$ cat config.mk
export PLATFORM = sky130hd
export DESIGN_NAME = indexed_list_store_core_flat
export DESIGN_NICKNAME = d
export VERILOG_FILES = /design/src/rtl/ils_pkg.sv /design/src/rtl/ils_if.sv /design/src/rtl/ils_decode.sv /design/src/rtl/ils_store.sv /design/src/rtl/indexed_list_store_core.sv /design/src/flat_wrapper.sv
export SDC_FILE = /design/constraint.sdc
export NUM_CORES = 2
export LEC_CHECK = 0
export BUFFER_PORTS_ARGS = -buffer_cell sky130_fd_sc_hd__buf_2
export CORE_MARGIN = 1
export CORE_UTILIZATION = 54
export CTS_CLUSTER_DIAMETER = 150
export DETAILED_ROUTE_END_ITERATION = 16
export PLACE_DENSITY = 0.7
export SYNTH_ARGS = -nofsm -noshare
export SYNTH_HDL_FRONTEND = slang
export SYNTH_SLANG_ARGS = --single-unit
$ cat constraint.sdc
create_clock -name clk -period 6 [get_ports clk]
set_clock_uncertainty 0.15 [all_clocks]
set_input_delay 0.6 -clock clk [delete_from_list [all_inputs] [get_ports clk]]
set_output_delay 0.6 -clock clk [all_outputs]
set_load 0.01 [all_outputs]
$ cat src/rtl/ils_pkg.sv
`timescale 1ns / 1ps
// ----------------------------------------------------------------------------
// ils_pkg: shared types and constants of the indexed list store
// Holds the sizing constants, the request and status codes and the control
// bundle passed from the decoder to the entry store.
// ----------------------------------------------------------------------------
package ils_pkg;

	// Sizing of the store.
	localparam int CAPACITY   = 16;
	localparam int DATA_WIDTH = 32;

	// Fixed field widths of the request and result transfers.
	localparam int VALUE_W = 32;
	localparam int POS_W   = 5;
	localparam int COUNT_W = 5;

	// Derived internal widths.
	localparam int IDX_W = (CAPACITY > 1) ? $clog2(CAPACITY) : 1;
	localparam int CNT_W = $clog2(CAPACITY + 1);
	localparam int CMP_W = (CNT_W > POS_W) ? CNT_W : POS_W;

	typedef enum logic [2:0] {
		FN_PUSH_FRONT = 3'd0,
		FN_PUSH_BACK  = 3'd1,
		FN_POP_FRONT  = 3'd2,
		FN_POP_BACK   = 3'd3,
		FN_INSERT     = 3'd4,
		FN_REMOVE     = 3'd5,
		FN_READ       = 3'd6,
		FN_CLEAR      = 3'd7
	} func_t;

	typedef enum logic [1:0] {
		ST_OK    = 2'd0,
		ST_FULL  = 2'd1,
		ST_EMPTY = 2'd2,
		ST_RANGE = 2'd3
	} status_t;

	typedef logic [DATA_WIDTH-1:0] word_t;

	// Decoded request: what the store has to do with the entries.
	typedef struct packed {
		status_t          status;
		logic             put;
		logic             take;
		logic             rd;
		logic [IDX_W-1:0] idx;
		logic [CNT_W-1:0] next_count;
	} ctl_t;

	// Sign-extends (or truncates) a stored word to the result width.
	function automatic logic signed [VALUE_W-1:0] widen(input word_t w);
		logic signed [DATA_WIDTH-1:0] ws;
		ws = $signed(w);
		return VALUE_W'(ws);
	endfunction

endpackage

$ cat src/rtl/ils_if.sv
`timescale 1ns / 1ps
// ----------------------------------------------------------------------------
// ils_if: request and response channels of the indexed list store
// Valid/ready channels; a transfer takes place when both are high at a clock
// edge.
// ----------------------------------------------------------------------------
interface ils_req_if
	import ils_pkg::*;
();
	logic                       valid;
	logic                       ready;
	func_t                      func;
	logic signed [VALUE_W-1:0]  value;
	logic        [POS_W-1:0]    position;

	modport source (output valid, func, value, position, input ready);
	modport sink   (input valid, func, value, position, output ready);
endinterface

interface ils_rsp_if
	import ils_pkg::*;
();
	logic                       valid;
	logic                       ready;
	logic signed [VALUE_W-1:0]  read_value;
	logic        [COUNT_W-1:0]  count;
	status_t                    status;

	modport source (output valid, read_value, count, status, input ready);
	modport sink   (input valid, read_value, count, status, output ready);
endinterface

$ cat src/rtl/ils_decode.sv
`timescale 1ns / 1ps
// ----------------------------------------------------------------------------
// ils_decode: request decoder
// Checks a request against the current entry count and works out the status,
// the position to act on and the count after the request.
// ----------------------------------------------------------------------------
module ils_decode
	import ils_pkg::*;
(
	input  func_t            func,
	input  logic [POS_W-1:0] position,
	input  logic [CNT_W-1:0] count,
	output ctl_t             ctl
);

	logic             full;
	logic             empty;
	logic [CMP_W-1:0] pos_c;
	logic [CMP_W-1:0] cnt_c;
	logic [IDX_W-1:0] pos_idx;
	logic [IDX_W-1:0] last_idx;
	logic [IDX_W-1:0] end_idx;

	assign full     = (count == CNT_W'(CAPACITY));
	assign empty    = (count == '0);
	assign pos_c    = CMP_W'(position);
	assign cnt_c    = CMP_W'(count);
	assign pos_idx  = pos_c[IDX_W-1:0];
	assign end_idx  = cnt_c[IDX_W-1:0];
	assign last_idx = end_idx - IDX_W'(1);

	always_comb begin
		ctl            = '0;
		ctl.status     = ST_OK;
		ctl.next_count = count;
		unique case (func)
			FN_PUSH_FRONT, FN_PUSH_BACK, FN_INSERT: begin
				if (full) begin
					ctl.status = ST_FULL;
				end else if (func == FN_INSERT && pos_c > cnt_c) begin
					ctl.status = ST_RANGE;
				end else begin
					ctl.put        = 1'b1;
					ctl.next_count = count + CNT_W'(1);
					if (func == FN_PUSH_FRONT) begin
						ctl.idx = '0;
					end else if (func == FN_PUSH_BACK) begin
						ctl.idx = end_idx;
					end else begin
						ctl.idx = pos_idx;
					end
				end
			end
			FN_POP_FRONT, FN_POP_BACK, FN_REMOVE, FN_READ: begin
				if (empty) begin
					ctl.status = ST_EMPTY;
				end else if ((func == FN_REMOVE || func == FN_READ) && pos_c >= cnt_c) begin
					ctl.status = ST_RANGE;
				end else begin
					ctl.rd = 1'b1;
					if (func == FN_POP_FRONT) begin
						ctl.idx = '0;
					end else if (func == FN_POP_BACK) begin
						ctl.idx = last_idx;
					end else begin
						ctl.idx = pos_idx;
					end
					if (func != FN_READ) begin
						ctl.take       = 1'b1;
						ctl.next_count = count - CNT_W'(1);
					end
				end
			end
			FN_CLEAR: begin
				ctl.next_count = '0;
			end
			default: begin
				ctl.next_count = count;
			end
		endcase
	end

endmodule

$ cat src/rtl/ils_store.sv
`timescale 1ns / 1ps
// ----------------------------------------------------------------------------
// ils_store: entry register array and entry count
// Every entry loads from its neighbour below or above, so an insert or a
// remove shifts the whole tail in a single update of the array.
// ----------------------------------------------------------------------------
module ils_store
	import ils_pkg::*;
(
	input  logic             clk,
	input  logic             arst_n,
	input  logic             en,
	input  ctl_t             ctl,
	input  word_t            wdata,
	output logic [CNT_W-1:0] count,
	output word_t            rdata
);

	word_t            entry_q [CAPACITY];
	word_t            entry_d [CAPACITY];
	word_t            from_below [CAPACITY];
	word_t            from_above [CAPACITY];
	logic [CNT_W-1:0] count_q;

	for (genvar g = 0; g < CAPACITY; g++) begin : g_nb
		if (g == 0) begin : g_first
			assign from_below[g] = wdata;
		end else begin : g_rest
			assign from_below[g] = entry_q[g-1];
		end
		if (g == CAPACITY - 1) begin : g_last
			assign from_above[g] = entry_q[g];
		end else begin : g_body
			assign from_above[g] = entry_q[g+1];
		end

		always_comb begin
			entry_d[g] = entry_q[g];
			if (ctl.put) begin
				if (IDX_W'(g) == ctl.idx) begin
					entry_d[g] = wdata;
				end else if (IDX_W'(g) > ctl.idx) begin
					entry_d[g] = from_below[g];
				end
			end else if (ctl.take && IDX_W'(g) >= ctl.idx) begin
				entry_d[g] = from_above[g];
			end
		end

		always_ff @(posedge clk) begin
			if (en) begin
				entry_q[g] <= entry_d[g];
			end
		end
	end

	always_ff @(posedge clk or negedge arst_n) begin
		if (!arst_n) begin
			count_q <= '0;
		end else if (en) begin
			count_q <= ctl.next_count;
		end
	end

	assign count = count_q;
	assign rdata = entry_q[ctl.idx];

endmodule

$ cat src/rtl/indexed_list_store_core.sv
`timescale 1ns / 1ps
// ----------------------------------------------------------------------------
// indexed_list_store_core: bounded ordered list of signed words
// Push, pop, insert, remove, read and clear on a list of up to CAPACITY
// entries, one request per transfer and one result per request.
// ----------------------------------------------------------------------------
// Path: a request passes through the request register and then the result
// register before its result is shown on rsp.
// Throughput: one request per cycle while rsp is taken; the entry array
// and the count are updated in the single cycle a request leaves its register.
// Reset: arst_n clears the valid flags and the entry count at once; the
// entry words themselves are not reset, as no entry at or above count is read.
// ----------------------------------------------------------------------------
module indexed_list_store_core
	import ils_pkg::*;
(
	input  logic     clk,
	input  logic     arst_n,
	ils_req_if.sink  req,
	ils_rsp_if.source rsp
);

	// Request register. A request sits here while it is decoded against the
	// current count, and it is applied to the entry array as it moves on.
	logic                  valid_s1;
	func_t                 func_s1;
	logic signed [VALUE_W-1:0] value_s1;
	logic [POS_W-1:0]      position_s1;

	// Result register, decoupling the request side from a stalled consumer.
	logic                  rsp_valid_q;
	logic signed [VALUE_W-1:0] read_value_q;
	logic [COUNT_W-1:0]    count_q;
	status_t               status_q;

	logic                  advance;
	ctl_t                  ctl;
	logic [CNT_W-1:0]      count;
	word_t                 rdata;

	// The request in the register moves on whenever the result register is
	// free or is being emptied in the same cycle; the request register then
	// takes a new transfer at the same edge.
	assign advance   = valid_s1 && (!rsp_valid_q || rsp.ready);
	assign req.ready = !valid_s1 || advance;

	always_ff @(posedge clk or negedge arst_n) begin
		if (!arst_n) begin
			valid_s1 <= 1'b0;
		end else if (req.ready) begin
			valid_s1 <= req.valid;
		end
	end

	always_ff @(posedge clk) begin
		if (req.ready && req.valid) begin
			func_s1     <= req.func;
			value_s1    <= req.value;
			position_s1 <= req.position;
		end
	end

	ils_decode u_decode (
		.func     (func_s1),
		.position (position_s1),
		.count    (count),
		.ctl      (ctl)
	);

	// The array is only touched by a request that is actually leaving the
	// request register, so a stalled result never sees its state applied twice.
	ils_store u_store (
		.clk    (clk),
		.arst_n (arst_n),
		.en     (advance),
		.ctl    (ctl),
		.wdata  (DATA_WIDTH'(value_s1)),
		.count  (count),
		.rdata  (rdata)
	);

	always_ff @(posedge clk or negedge arst_n) begin
		if (!arst_n) begin
			rsp_valid_q <= 1'b0;
		end else if (advance) begin
			rsp_valid_q <= 1'b1;
		end else if (rsp.ready) begin
			rsp_valid_q <= 1'b0;
		end
	end

	// The read value is the entry at the selected position taken before the
	// update; it is zero for pushes, inserts, clears and any refused request.
	always_ff @(posedge clk) begin
		if (advance) begin
			read_value_q <= ctl.rd ? widen(rdata) : '0;
			count_q      <= COUNT_W'(ctl.next_count);
			status_q     <= ctl.status;
		end
	end

	assign rsp.valid      = rsp_valid_q;
	assign rsp.read_value = read_value_q;
	assign rsp.count      = count_q;
	assign rsp.status     = status_q;

endmodule

$ cat src/flat_wrapper.sv
// flat-port wrapper written by rule: the top's interface ports become plain ports
module indexed_list_store_core_flat import ils_pkg::*;
  (clk, arst_n, req_valid, req_func, req_value, req_position, req_ready, rsp_valid, rsp_read_value, rsp_count, rsp_status, rsp_ready);
  ils_req_if req_i ();
  ils_rsp_if rsp_i ();
  input  logic clk;
  input  logic arst_n;
  input wire logic [$bits(req_i.valid)-1:0] req_valid;
  input wire logic [$bits(req_i.func)-1:0] req_func;
  input wire logic [$bits(req_i.value)-1:0] req_value;
  input wire logic [$bits(req_i.position)-1:0] req_position;
  output wire logic [$bits(req_i.ready)-1:0] req_ready;
  output wire logic [$bits(rsp_i.valid)-1:0] rsp_valid;
  output wire logic [$bits(rsp_i.read_value)-1:0] rsp_read_value;
  output wire logic [$bits(rsp_i.count)-1:0] rsp_count;
  output wire logic [$bits(rsp_i.status)-1:0] rsp_status;
  input wire logic [$bits(rsp_i.ready)-1:0] rsp_ready;
  assign req_i.valid = req_valid;
  assign req_i.func = req_func;
  assign req_i.value = req_value;
  assign req_i.position = req_position;
  assign req_ready = req_i.ready;
  assign rsp_valid = rsp_i.valid;
  assign rsp_read_value = rsp_i.read_value;
  assign rsp_count = rsp_i.count;
  assign rsp_status = rsp_i.status;
  assign rsp_i.ready = rsp_ready;
  indexed_list_store_core u_core (.clk(clk), .arst_n(arst_n), .req(req_i), .rsp(rsp_i));
endmodule
==> reports/qor.yml <==
synth_mux_area_frac: 0.140
p_per_area_nw_per_um2: 360
synth.avg_cell_area_um2: 10.3
status: "completed"
drc: 0
place_hpwl_mm: 65.3
seq_area_frac_synth: 0.512
p_leak_nw: 13.3
rsz0062_at_grt: "no"
yosysUniqueCellTypes: 71
crit_top_cell: "buf_4"
first_pass_iters: 8
grt_max_degree: 278
grt_pass1_wl_mm: 173
numCtsBuffers: 71
numClockSinks: 598
io_buffers: 84
fin_crit_sh: 0.875
io_pins: 85
use_met3: 0.0733
layout_commonest_cell: "nand2_1"
worstMarginPinSlew_ps: 1320
tns_ps: 0
clk_latency_ps: 620
die_x_um: 257
cts.reportedPaths.clkPinSlew_ps: 60
synth-xor-area-share: 0.000751
antenna_found_initial: 4
drt-wirelength-per-cell_um: 27.4
vias_per_cell: 6.91
critPathLaunchType: "register"
holdBufCountCts: 18
first_global_vias: 28000
pwr-share-comb: 0.260
fin_crit_ps: 5250
synth_top_family_by_area: "compound AO/OA/AOI/OAI gates"
cts_setup_buffers: 0
root_buffer: "clkbuf_16"
path_class: "reg2reg"
ys_seq_elements: 598
max-slew-margin-rel: 0.120
rows: 92
use_met1: 0.471
syn_area_um2: 35000
ys_async_sr_fraction: 0.0117
detail-route-antenna-nets: 0
cts_resized: 0
hold_slack_ps: 15.5
path_max_fanout: 209
ir_worst_vdd_mv: 0.236
ys_warn_count: 0
fp.coreArea_um2: 63500
synth_edf_count: 591
gr-total-overflow: 0
power_w: 0.0138
dp.cells: 4067
synth-simple-area-share: 0.131
synth-main-ff-cell: "edfxtp_1"
use_met2: 0.519
end_kind: "register"
fin_util: 0.602
fmax_ghz: 0.190
finalWirelength_mm: 116
globalRouteTotalUtil: 0.345
synth_nets: 3462
drv_slew: 0
most-common-layout-cells: "699 x nand2_1, 591 x edfxtp_1, 450 x mux2i_1"
p_clk_frac: 0.323
cap_violations: 0
intPower_w: 0.00908
cts.htree.levels: 3
p_switching_w: 0.00470
finalHoldViolCount: 0
initialDrtViolationCount: 4491
vias: 29100
arrival_ps: 5400
hold_path.class: "in2reg"
cts_tree: "yes"
netlist_instances: 3411
busiest_layer: "met2"
setup_violations: 0
start_util: 0.551
synth_fa_ha_area_frac: 0.00250
cts_buffer_depth: 3
die_h_um: 257
p_seq_frac: 0.417
max_stage_delay_ps: 1000
nets: 3365
drive_gt1_frac: 0.0995
critPathSlowestCell: "buf_4"
final_cells: 4215
p_sw_frac: 0.341
die_area_um2: 65800
crit_chain: "inv_1, ha_1, nand4_1, o221a_2, o21ai_4, buf_4, buf_12, buf_4, o21ai_0"
required_ps: 6150
synth_compound_area_frac: 0.162
syn_to_final_growth_pct: 9.36
gp_congestion: 0.887
==> cells by family after synthesis <==
group,count (synthesis)
muxes,485
and+or+nand+nor,1018
xor gates and xnor gates,3
adders and majority gates,7
buffers and inverters,368
DFF,598
AOI/OAI and AO/OA,932
==> cells in the mapped netlist, types with 33 or more instances <==
master | number | share of area
a31oi_1 | 33 | 0.0059
buf_2 | 78 | 0.011
o21ai_0 | 223 | 0.032
a211oi_1 | 64 | 0.014
edfxtp_1 | 591 | 0.51
nand3_1 | 162 | 0.023
and3_1 | 67 | 0.012
a2111oi_0 | 128 | 0.032
o21ai_1 | 396 | 0.057
mux2i_1 | 450 | 0.13
clkbuf_1 | 213 | 0.023
nand2_1 | 702 | 0.075
==> power groups by stage <==
| stage | Sequential [W] | Combinational (W) | Clock, W |
|---|---|---|---|
| final | 0.00575 | 0.00358 | 0.00445 |
| after global routing | 0.00579 | 0.00379 | 0.00465 |
| after CTS | 0.00573 | 0.00349 | 0.00449 |
| after detailed placement | 0.00580 | 0.00347 | 0 |
| after global placement | 0.00579 | 0.00338 | 0 |
| after floorplan | 0.00564 | 0.00236 | 0 |
==> worst paths after layout <==
| kind | from | to | slack, ps | depth (start not counted) |
|---|---|---|---|---|
| max | u_core.u_store.count[2] | u_core.u_store.entry_q[1][19] | 750 | 9 |
| min | req_position[2] | u_core.position_s1[2] | 20 | 1 |
| max reg2reg | u_core.u_store.count[2] | u_core.u_store.entry_q[1][19] | 750 | 9 |
| min reg2reg | u_core.valid_s1 | u_core.rsp.valid | 360 | 1 |
| max in group asynchronous | arst_n | u_core.u_store.count[2] | 5320 | 2 |
| min in group asynchronous | arst_n | u_core.valid_s1 | 200 | 2 |
==> through the flow <==
| stage | area (um2) | setup slack [ps] |
|---|---|---|
| 6_report | 38300 | 750 |
| 5_1_grt | 38300 | 483 |
| 4_1_cts | 38300 | 935 |
| 3_5_place_dp | 35700 | 967 |
| 3_3_place_gp | 35700 | 1110 |
| 2_1_floorplan | 35000 | 1070 |
==> cell type report <==
class,instances,area (um2)
diodes,2,5.00
clock buffers,82,1900
clock inverters,44,455
fillers,5168,25300
inverters,10,37.5
multi-input cells,2445,15500
flip-flops and latches,598,17900
well taps,846,1060
repair buffers,188,1400
==> flip-flops by register name (all words and copies together) (netlist names), 2 cells and up <==
name / count
u_core.func_s1: 3
u_core.rsp.status: 2
u_core.rsp.count: 5
u_core.rsp.read_value: 32
u_core.position_s1: 5
u_core.value_s1: 32
u_core.u_store.entry_q: 512
u_core.u_store.count: 5
==> per-layer routing <==
metal  share of wire  vias up  wire length, um
met5         0.00020        -               23
met4           0.052        4             6060
met3            0.12      397            13300
met2            0.44     2004            50500
met1            0.40    14100            45700
li1                -    12600                -
==> critical path: cells and delay by family (launching register included) <==
family | cells | cell delay (ps)
simple gates | 1 | 240
flops | 1 | 600
compound gates | 3 | 940
fa+ha+maj | 1 | 330
buf+inv | 4 | 2490
No activity file was read; power rests on OpenSTA's default activity.
